--- config.mk ---
export PLATFORM = sky130hd
export DESIGN_NAME = five_level_stable_priority_queue
export DESIGN_NICKNAME = d
export VERILOG_FILES = /design/src/rtl/flspq_pkg.sv /design/src/rtl/five_level_stable_priority_queue.sv /design/src/rtl/flspq_ram.sv /design/src/rtl/flspq_ctrl.sv /design/src/rtl/flspq_dp.sv
export SDC_FILE = /design/constraint.sdc
export NUM_CORES = 2
export LEC_CHECK = 0
export ABC_CLOCK_PERIOD_IN_PS = 13200
export BUFFER_PORTS_ARGS = -buffer_cell sky130_fd_sc_hd__buf_2
export CAP_MARGIN = 20
export CORE_MARGIN = 2
export CORE_UTILIZATION = 50
export CTS_CLUSTER_DIAMETER = 80
export DETAILED_ROUTE_END_ITERATION = 16
export MAX_ROUTING_LAYER = met4
export PLACE_DENSITY = 0.65
export RECOVER_POWER = 100
export SKIP_CTS_REPAIR_TIMING = 1
export SLEW_MARGIN = 40
export SYNTH_ARGS = -nofsm -noshare
export SYNTH_HDL_FRONTEND = slang
export SYNTH_HIERARCHICAL = 1
export SYNTH_SLANG_ARGS = --single-unit
--- constraint.sdc ---
create_clock -name clk -period 13.2 [get_ports clk]
set_input_delay 2.64 -clock clk [delete_from_list [all_inputs] [get_ports clk]]
set_output_delay 2.64 -clock clk [all_outputs]
set_load 0.01 [all_outputs]
--- src/rtl/flspq_pkg.sv ---
`timescale 1ns / 1ps

package flspq_pkg;

	// input opcodes
	typedef enum logic {
		OP_INSERT = 1'b0,
		OP_POP    = 1'b1
	} opcode_t;

	// result status codes
	typedef enum logic [1:0] {
		ST_OK      = 2'd0,
		ST_EMPTY   = 2'd1,
		ST_FULL    = 2'd2,
		ST_BADPRIO = 2'd3
	} status_t;

	localparam int TAG_W = 16;
	localparam int PRIO_W = 3;
	localparam int OCC_W = 7;

	// controller states
	typedef enum logic [1:0] {
		S_IDLE = 2'd0,
		S_EXEC = 2'd1,
		S_DONE = 2'd2
	} ctrl_state_t;

	// controller to datapath
	typedef struct packed {
		logic latch_in;
		logic exec;
		logic load_out;
	} dp_cmd_t;

	// datapath to controller
	typedef struct packed {
		logic out_free;
	} dp_stat_t;

endpackage

--- src/rtl/five_level_stable_priority_queue.sv ---
`timescale 1ns / 1ps

// five-level stable priority queue: inserts a 16-bit tag at priority 1..LEVELS
// (LEVELS most urgent) and pops the oldest tag of the most urgent non-empty
// level, each level a fifo ring of LEVEL_DEPTH entries held in one shared
// single-port tag ram. every input transaction gives exactly one output
// transaction carrying status (ok, empty, level full, bad priority) and the
// total occupancy after the item. items are handled one at a time: an item
// passes through accept, execute with the ram access and load of the output
// register, and the load waits while a stalled result still holds the output
// register, so a new item is accepted only after the previous result has been
// loaded. the controller's accept/execute/load sequence is built around the
// ram's registered read port. the output register parts the two sides, so
// a new item is taken while the previous result is still waiting. the tag ram
// needs no clearing after reset; only entries that were written are ever read.

module five_level_stable_priority_queue import flspq_pkg::*; #(
	parameter int LEVELS = 5,
	parameter int LEVEL_DEPTH = 16
) (
	input  logic              clk,
	input  logic              arst_n,
	// input channel
	input  logic              in_valid,
	output logic              in_stall,
	input  logic              opcode,
	input  logic [PRIO_W-1:0] entry_priority,
	input  logic [TAG_W-1:0]  entry_tag,
	// output channel
	output logic              out_valid,
	input  logic              out_stall,
	output logic [TAG_W-1:0]  served_tag,
	output logic [PRIO_W-1:0] served_priority,
	output logic [1:0]        status,
	output logic [OCC_W-1:0]  occupancy
);

	// command and status between controller and datapath
	dp_cmd_t  cmd;
	dp_stat_t stat;

	// sequencer: idle (accept), execute, load result
	flspq_ctrl u_ctrl (
		.clk     (clk),
		.arst_n  (arst_n),
		.in_valid(in_valid),
		.in_stall(in_stall),
		.stat    (stat),
		.cmd     (cmd)
	);

	// level rings, priority encoder, tag ram and output register
	flspq_dp #(
		.LEVELS     (LEVELS),
		.LEVEL_DEPTH(LEVEL_DEPTH)
	) u_dp (
		.clk            (clk),
		.arst_n         (arst_n),
		.cmd            (cmd),
		.stat           (stat),
		.opcode         (opcode),
		.entry_priority (entry_priority),
		.entry_tag      (entry_tag),
		.out_valid      (out_valid),
		.out_stall      (out_stall),
		.served_tag     (served_tag),
		.served_priority(served_priority),
		.status         (status),
		.occupancy      (occupancy)
	);

endmodule

--- src/rtl/flspq_ram.sv ---
`timescale 1ns / 1ps

module flspq_ram #(
	parameter int WIDTH = 16,
	parameter int DEPTH = 80
) (
	input  logic                     clk,
	input  logic                     we,
	input  logic                     re,
	input  logic [$clog2(DEPTH)-1:0] addr,
	input  logic [WIDTH-1:0]         wdata,
	output logic [WIDTH-1:0]         rdata
);

	logic [WIDTH-1:0] mem [0:DEPTH-1];
	logic [WIDTH-1:0] rdata_q;

	always_ff @(posedge clk) begin
		if (we) begin
			mem[addr] <= wdata;
		end
		if (re) begin
			rdata_q <= mem[addr];
		end
	end

	assign rdata = rdata_q;

endmodule

--- src/rtl/flspq_ctrl.sv ---
`timescale 1ns / 1ps

module flspq_ctrl import flspq_pkg::*; (
	input  logic     clk,
	input  logic     arst_n,
	input  logic     in_valid,
	output logic     in_stall,
	input  dp_stat_t stat,
	output dp_cmd_t  cmd
);

	ctrl_state_t state_q, state_d;

	always_ff @(posedge clk or negedge arst_n) begin
		if (!arst_n) begin
			state_q <= S_IDLE;
		end else begin
			state_q <= state_d;
		end
	end

	always_comb begin
		state_d = state_q;
		case (state_q)
			S_IDLE: begin
				if (in_valid) begin
					state_d = S_EXEC;
				end
			end
			S_EXEC: begin
				state_d = S_DONE;
			end
			S_DONE: begin
				if (stat.out_free) begin
					state_d = S_IDLE;
				end
			end
			default: begin
				state_d = S_IDLE;
			end
		endcase
	end

	always_comb begin
		in_stall = 1'b1;
		cmd = '0;
		case (state_q)
			S_IDLE: begin
				in_stall = 1'b0;
				cmd.latch_in = in_valid;
			end
			S_EXEC: begin
				cmd.exec = 1'b1;
			end
			S_DONE: begin
				cmd.load_out = stat.out_free;
			end
			default: begin
				in_stall = 1'b1;
			end
		endcase
	end

endmodule

--- src/rtl/flspq_dp.sv ---
`timescale 1ns / 1ps

module flspq_dp import flspq_pkg::*; #(
	parameter int LEVELS = 5,
	parameter int LEVEL_DEPTH = 16
) (
	input  logic              clk,
	input  logic              arst_n,
	input  dp_cmd_t           cmd,
	output dp_stat_t          stat,
	input  logic              opcode,
	input  logic [PRIO_W-1:0] entry_priority,
	input  logic [TAG_W-1:0]  entry_tag,
	output logic              out_valid,
	input  logic              out_stall,
	output logic [TAG_W-1:0]  served_tag,
	output logic [PRIO_W-1:0] served_priority,
	output logic [1:0]        status,
	output logic [OCC_W-1:0]  occupancy
);

	localparam int LW = $clog2(LEVELS);
	localparam int PW = $clog2(LEVEL_DEPTH);
	localparam int CW = $clog2(LEVEL_DEPTH + 1);
	localparam int ND = LEVELS * LEVEL_DEPTH;
	localparam int AW = $clog2(ND);
	localparam int TW = $clog2(ND + 1);

	// latched item
	logic              op_q;
	logic [PRIO_W-1:0] prio_q;
	logic [TAG_W-1:0]  tag_q;

	// per-level ring state
	logic [PW-1:0] head_q  [0:LEVELS-1];
	logic [PW-1:0] tail_q  [0:LEVELS-1];
	logic [CW-1:0] count_q [0:LEVELS-1];
	logic [TW-1:0] total_q;

	// pending result
	logic              res_pop_q;
	logic [PRIO_W-1:0] res_prio_q;
	status_t           res_status_q;

	// output register
	logic              out_valid_q;
	logic [TAG_W-1:0]  served_tag_q;
	logic [PRIO_W-1:0] served_prio_q;
	logic [1:0]        status_q;
	logic [OCC_W-1:0]  occ_q;

	logic          bad_prio;
	logic [LW-1:0] ins_lv;
	logic [LW-1:0] pop_lv;
	logic          any_held;
	logic [LW-1:0] sel_lv;
	logic [PW-1:0] sel_head;
	logic [PW-1:0] sel_tail;
	logic [CW-1:0] sel_count;
	logic          lvl_full;
	logic          do_ins;
	logic          do_pop;
	logic [PW-1:0] sel_ptr;
	logic [PW-1:0] ptr_next;
	logic [AW-1:0] ram_addr;
	logic [TAG_W-1:0] ram_rdata;

	// insert level check
	always_comb begin
		bad_prio = (prio_q == '0) || (int'(prio_q) > LEVELS);
		ins_lv = bad_prio ? '0 : LW'(prio_q - PRIO_W'(1));
	end

	// highest non-empty level
	always_comb begin
		pop_lv = '0;
		any_held = 1'b0;
		for (int i = 0; i < LEVELS; i++) begin
			if (count_q[i] != '0) begin
				pop_lv = LW'(i);
				any_held = 1'b1;
			end
		end
	end

	assign sel_lv = (op_q == OP_POP) ? pop_lv : ins_lv;
	assign sel_head = head_q[sel_lv];
	assign sel_tail = tail_q[sel_lv];
	assign sel_count = count_q[sel_lv];
	assign lvl_full = (sel_count == CW'(LEVEL_DEPTH));

	assign do_ins = cmd.exec && (op_q == OP_INSERT) && !bad_prio && !lvl_full;
	assign do_pop = cmd.exec && (op_q == OP_POP) && any_held;

	assign sel_ptr = (op_q == OP_POP) ? sel_head : sel_tail;
	assign ptr_next = (sel_ptr == PW'(LEVEL_DEPTH - 1)) ? '0 : sel_ptr + PW'(1);
	assign ram_addr = AW'(32'(sel_lv) * LEVEL_DEPTH + 32'(sel_ptr));

	flspq_ram #(
		.WIDTH(TAG_W),
		.DEPTH(ND)
	) u_tag_ram (
		.clk  (clk),
		.we   (do_ins),
		.re   (do_pop),
		.addr (ram_addr),
		.wdata(tag_q),
		.rdata(ram_rdata)
	);

	// item, pending result and output register data, no reset needed
	always_ff @(posedge clk) begin
		if (cmd.latch_in) begin
			op_q <= opcode;
			prio_q <= entry_priority;
			tag_q <= entry_tag;
		end
		if (cmd.exec) begin
			res_pop_q <= do_pop;
			res_prio_q <= '0;
			res_status_q <= ST_OK;
			if (op_q == OP_INSERT) begin
				if (bad_prio) begin
					res_status_q <= ST_BADPRIO;
				end else if (lvl_full) begin
					res_status_q <= ST_FULL;
				end
			end else begin
				if (!any_held) begin
					res_status_q <= ST_EMPTY;
				end else begin
					res_prio_q <= PRIO_W'({1'b0, pop_lv} + (LW + 1)'(1));
				end
			end
		end
		if (cmd.load_out) begin
			served_tag_q <= res_pop_q ? ram_rdata : '0;
			served_prio_q <= res_prio_q;
			status_q <= res_status_q;
			occ_q <= OCC_W'(total_q);
		end
	end

	// ring pointers, counts and output valid
	always_ff @(posedge clk or negedge arst_n) begin
		if (!arst_n) begin
			for (int i = 0; i < LEVELS; i++) begin
				head_q[i] <= '0;
				tail_q[i] <= '0;
				count_q[i] <= '0;
			end
			total_q <= '0;
			out_valid_q <= 1'b0;
		end else begin
			if (do_ins) begin
				tail_q[sel_lv] <= ptr_next;
				count_q[sel_lv] <= sel_count + CW'(1);
				total_q <= total_q + TW'(1);
			end
			if (do_pop) begin
				head_q[sel_lv] <= ptr_next;
				count_q[sel_lv] <= sel_count - CW'(1);
				total_q <= total_q - TW'(1);
			end
			if (cmd.load_out) begin
				out_valid_q <= 1'b1;
			end else if (!out_stall) begin
				out_valid_q <= 1'b0;
			end
		end
	end

	assign stat.out_free = !out_valid_q || !out_stall;

	assign out_valid = out_valid_q;
	assign served_tag = served_tag_q;
	assign served_priority = served_prio_q;
	assign status = status_q;
	assign occupancy = occ_q;

endmodule

==> results.py <==
metrics = {
    "sta": {
        "period_needed_ns": 10.26,
        "skew_ns": 0.0304,
        "period_share": 0.778,
        "finalHoldViolCount": 0,
        "holdWs_ns": 0.418,
        "slew_headroom": -2.12,
        "rsz0062_at_grt": "no",
        "finalSetupViolCount": 0,
        "fmax_mhz": 97.4,
        "setup-tns-final_ns": 0,
        "drv_slew": 1511,
        "worstMarginPinSlew_ns": 4.69,
    },
    "detailed_routing": {
        "finalWirelength_um": 161000,
        "wl_per_cell_um": 33.1,
        "vias": 32100,
        "first_pass_iters": 6,
        "drt_iter0_drc": 4621,
        "ant_nets": 0,
        "drcViolationCount": 0,
        "vias_per_cell": 6.60,
    },
    "floorplan": {
        "fp-row-count": 123,
        "die_h_um": 340,
        "die-area_um2": 116000,
        "coreArea_um2": 112000,
        "io_pins": 54,
        "die_w_um": 340,
        "initial_core_util": 0.503,
    },
    "cts": {
        "clk_latency_ns": 0.76,
        "path_clk_slew_ns": 0.06,
        "numCtsBuffers": 146,
        "cts_buffer_depth": 3,
        "root_buffer": "clkbuf_16",
        "cts_tree": "done",
        "htree_levels": 4,
        "clock-sinks": 1425,
    },
    "global_routing": {
        "grt_max_degree": 133,
        "grt_overflow": 0,
        "grt_pass1_vias": 31200,
        "gr-usage-all-layers": 0.286,
        "antenna_found_initial": 6,
        "grt_first_pass_wirelength_um": 229000,
    },
    "logic_synthesis": {
        "synthCells": 3074,
        "synthesis.area_um2": 56400,
        "synth_most_common_cell": "edfxtp_1",
        "syn-num-nets": 3111,
        "synth_seq_area_share": 0.752,
        "ys_ff_latch": 1425,
        "syn_area_per_cell_um2": 18.4,
        "synthArstFlopShare": 0.0526,
        "synth-warning-count": 6,
        "yosys.area.top_type": "edfxtp_1",
        "synthDistinctLibCells": 107,
        "ys_top_cells_by_area": "edfxtp_1 72%, mux4_2 6.6%, dfrtp_1 3.3%, a221oi_1 2.3%, mux2i_1 1.8%",
        "synth_flop_cell": "edfxtp_1",
        "ys_top_cells_by_count": "1350 x edfxtp_1, 190 x nor2_1, 165 x mux4_2",
        "synth_edf_count": 1350,
        "synth_top_area_frac": 0.719,
    },
    "critical_path": {
        "path_class": "reg2reg",
        "regToRegSetupSlack_ns": 2.94,
        "rr_worst_depth": 14,
        "cp-end-kind": "register",
        "critPathLaunchType": "register",
        "worstPathArrival_ns": 10.63,
        "required_ns": 13.56,
        "r2r_start": "u_dp/count_q[11]",
        "crit_fanout": 38,
        "r2r_end": "u_dp/u_tag_ram/mem[59][0]",
    },
    "worst_hold_path": {
        "holdCritStartpoint": "u_dp/res_prio_q[1]",
        "min_to": "u_dp/served_priority[1]",
        "hold_path.class": "reg2reg",
        "min_delay_path_depth": 0,
    },
    "placement": {
        "dp.cells": 4594,
        "port_buffers": 53,
        "dpl.hpwl_um": 94200,
        "globalplace.congestion": 0.915,
    },
    "cells_and_area": {
        "final_nets": 3282,
        "finalNonFillerCells": 4859,
        "area_growth_pct": 11.7,
        "fill_cells": 8523,
        "regArea_um2": 42400,
        "drive_above_1_share": 0.189,
        "multi_input_area_um2": 12800,
        "finish.utilization": 0.561,
    },
    "power": {
        "power.internal_mw": 8.92,
        "switching_power_mw": 4.78,
        "p_leak_nw": 20.3,
        "combPwrFrac": 0.326,
        "finalPower_mw": 13.7,
        "clockPowerShare": 0.281,
        "cellPowerDensity_nw_per_um2": 218,
        "swShare": 0.349,
        "p_seq_frac": 0.393,
        "ir_drop_uv": 171,
    },
    "run_status": {
        "status": "complete, but fails checks",
        "failed_checks": "max-capacitance violations, max-slew violations",
    },
    "job": {
        "max-cap-violations": 28,
    },
}
flip-flops by register name, indices dropped and copies added, names as in the netlist:
register and cells:
u_ctrl/state_q 2, u_dp/count_q 25, u_dp/head_q 20, u_dp/occupancy 7
u_dp/op_q 1, u_dp/out_valid 1, u_dp/prio_q 3, u_dp/res_pop_q 1
u_dp/res_prio_q 3, u_dp/res_status_q 2, u_dp/served_priority 3, u_dp/served_tag 16
u_dp/status 2, u_dp/tag_q 16, u_dp/tail_q 20, u_dp/total_q 7
u_dp/u_tag_ram/mem 1280, u_dp/u_tag_ram/rdata 16
metal layers:
layer,global-route usage,up-vias,wire length [um]
li1,-,13000,-
met1,0.383,16500,60400
met2,0.431,2152,75200
met3,0.0608,400,17800
met4,0.110,0,7360
met5,-,-,0
metrics by stage:
step	setup slack, ns	area [um2]
4_1_cts	5.62	63400
3_5_place_dp	5.63	59000
2_1_floorplan	8.03	56400
6_report	2.94	63000
5_1_grt	2.70	63000
3_3_place_gp	5.61	58700
cell type report:
| cell class | instances | share of cell area |
|---|---|---|
| clock inverters | 81 | 0.00896 |
| flip-flops and latches | 1425 | 0.673 |
| diodes | 5 | 0.000199 |
| multi-input cells | 1427 | 0.204 |
| clock buffers | 176 | 0.0611 |
| repair buffers | 213 | 0.0207 |
| well taps | 1500 | 0.0298 |
| inverters | 32 | 0.00197 |
cell usage in the layout (no fill, tap or decap), types with 17 or more instances in the layout:
cell / netlist / final
edfxtp_1: 1350 / 1350
nor2_1: 190 / 183
mux4_2: 165 / 165
clkbuf_16: 0 / 150
a221oi_1: 149 / 147
nand2_1: 121 / 122
clkbuf_1: 52 / 116
mux2i_1: 104 / 104
buf_4: 38 / 89
mux2_2: 85 / 83
dfrtp_1: 75 / 75
a21oi_1: 62 / 61
o21ai_0: 59 / 59
nand3_1: 45 / 45
a22oi_1: 39 / 39
clkinv_1: 1 / 37
o22ai_1: 30 / 30
o211ai_1: 27 / 28
clkinv_2: 0 / 26
buf_2: 75 / 24
inv_1: 24 / 23
a31oi_1: 15 / 20
o221ai_1: 20 / 20
a22o_1: 19 / 18
a221o_1: 18 / 18
nand4_1: 17 / 17
power by group through the flow:
stage / clock, mW / sequential [mW] / combinational [mW]
global route: 4.08 / 5.39 / 4.64
global placement: 0 / 5.44 / 4.32
detailed placement: 0 / 5.44 / 4.41
CTS: 3.90 / 5.34 / 4.43
finish: 3.85 / 5.38 / 4.47
floorplan: 0 / 5.46 / 2.81
how the worst max path moves through the flow:
stage	from	endpoint	cells past startpoint
after global routing	u_dp/count_q[11]	u_dp/u_tag_ram/mem[31][8]	14
after CTS	u_dp/prio_q[1]	u_dp/u_tag_ram/rdata[15]	17
after global placement	u_dp/prio_q[0]	u_dp/u_tag_ram/rdata[15]	17
after detailed placement	u_dp/prio_q[0]	u_dp/u_tag_ram/rdata[15]	17
final	u_dp/count_q[11]	u_dp/u_tag_ram/mem[59][0]	14
after floorplan	u_dp/prio_q[0]	u_dp/u_tag_ram/mem[14][0]	20
critical path, cell delays in order (launching register included):
cell and delay [ns]:
dfrtp_1 0.42, or4_1 0.61, nand2b_1 0.20, o211ai_1 1.01, nand2_1 0.79, inv_1 1.12, clkbuf_1 2.04, a211oi_1 0.32
o41ai_4 0.64, o31ai_4 0.26, inv_2 0.38, nor2b_1 0.30, nand2_1 0.57, nor2_1 0.30, clkbuf_1 0.88
logic make-up (layout without fill, tap and decap cells):
family                   count (synthesis)  count (layout)  share of synthesized area
flip-flops                            1425            1425                      0.752
AO/OA/AOI/OAI                          574             574                     0.0808
AND/OR/NAND/NOR                        466             466                     0.0386
XOR/XNOR                                12              12                    0.00200
multiplexers                           362             362                      0.103
other                                    0               5                          0
buffers and inverters                  222             502                     0.0209
adder cells (fa/ha/maj)                 13              13                    0.00302
Power figures use the tool's default switching activity.
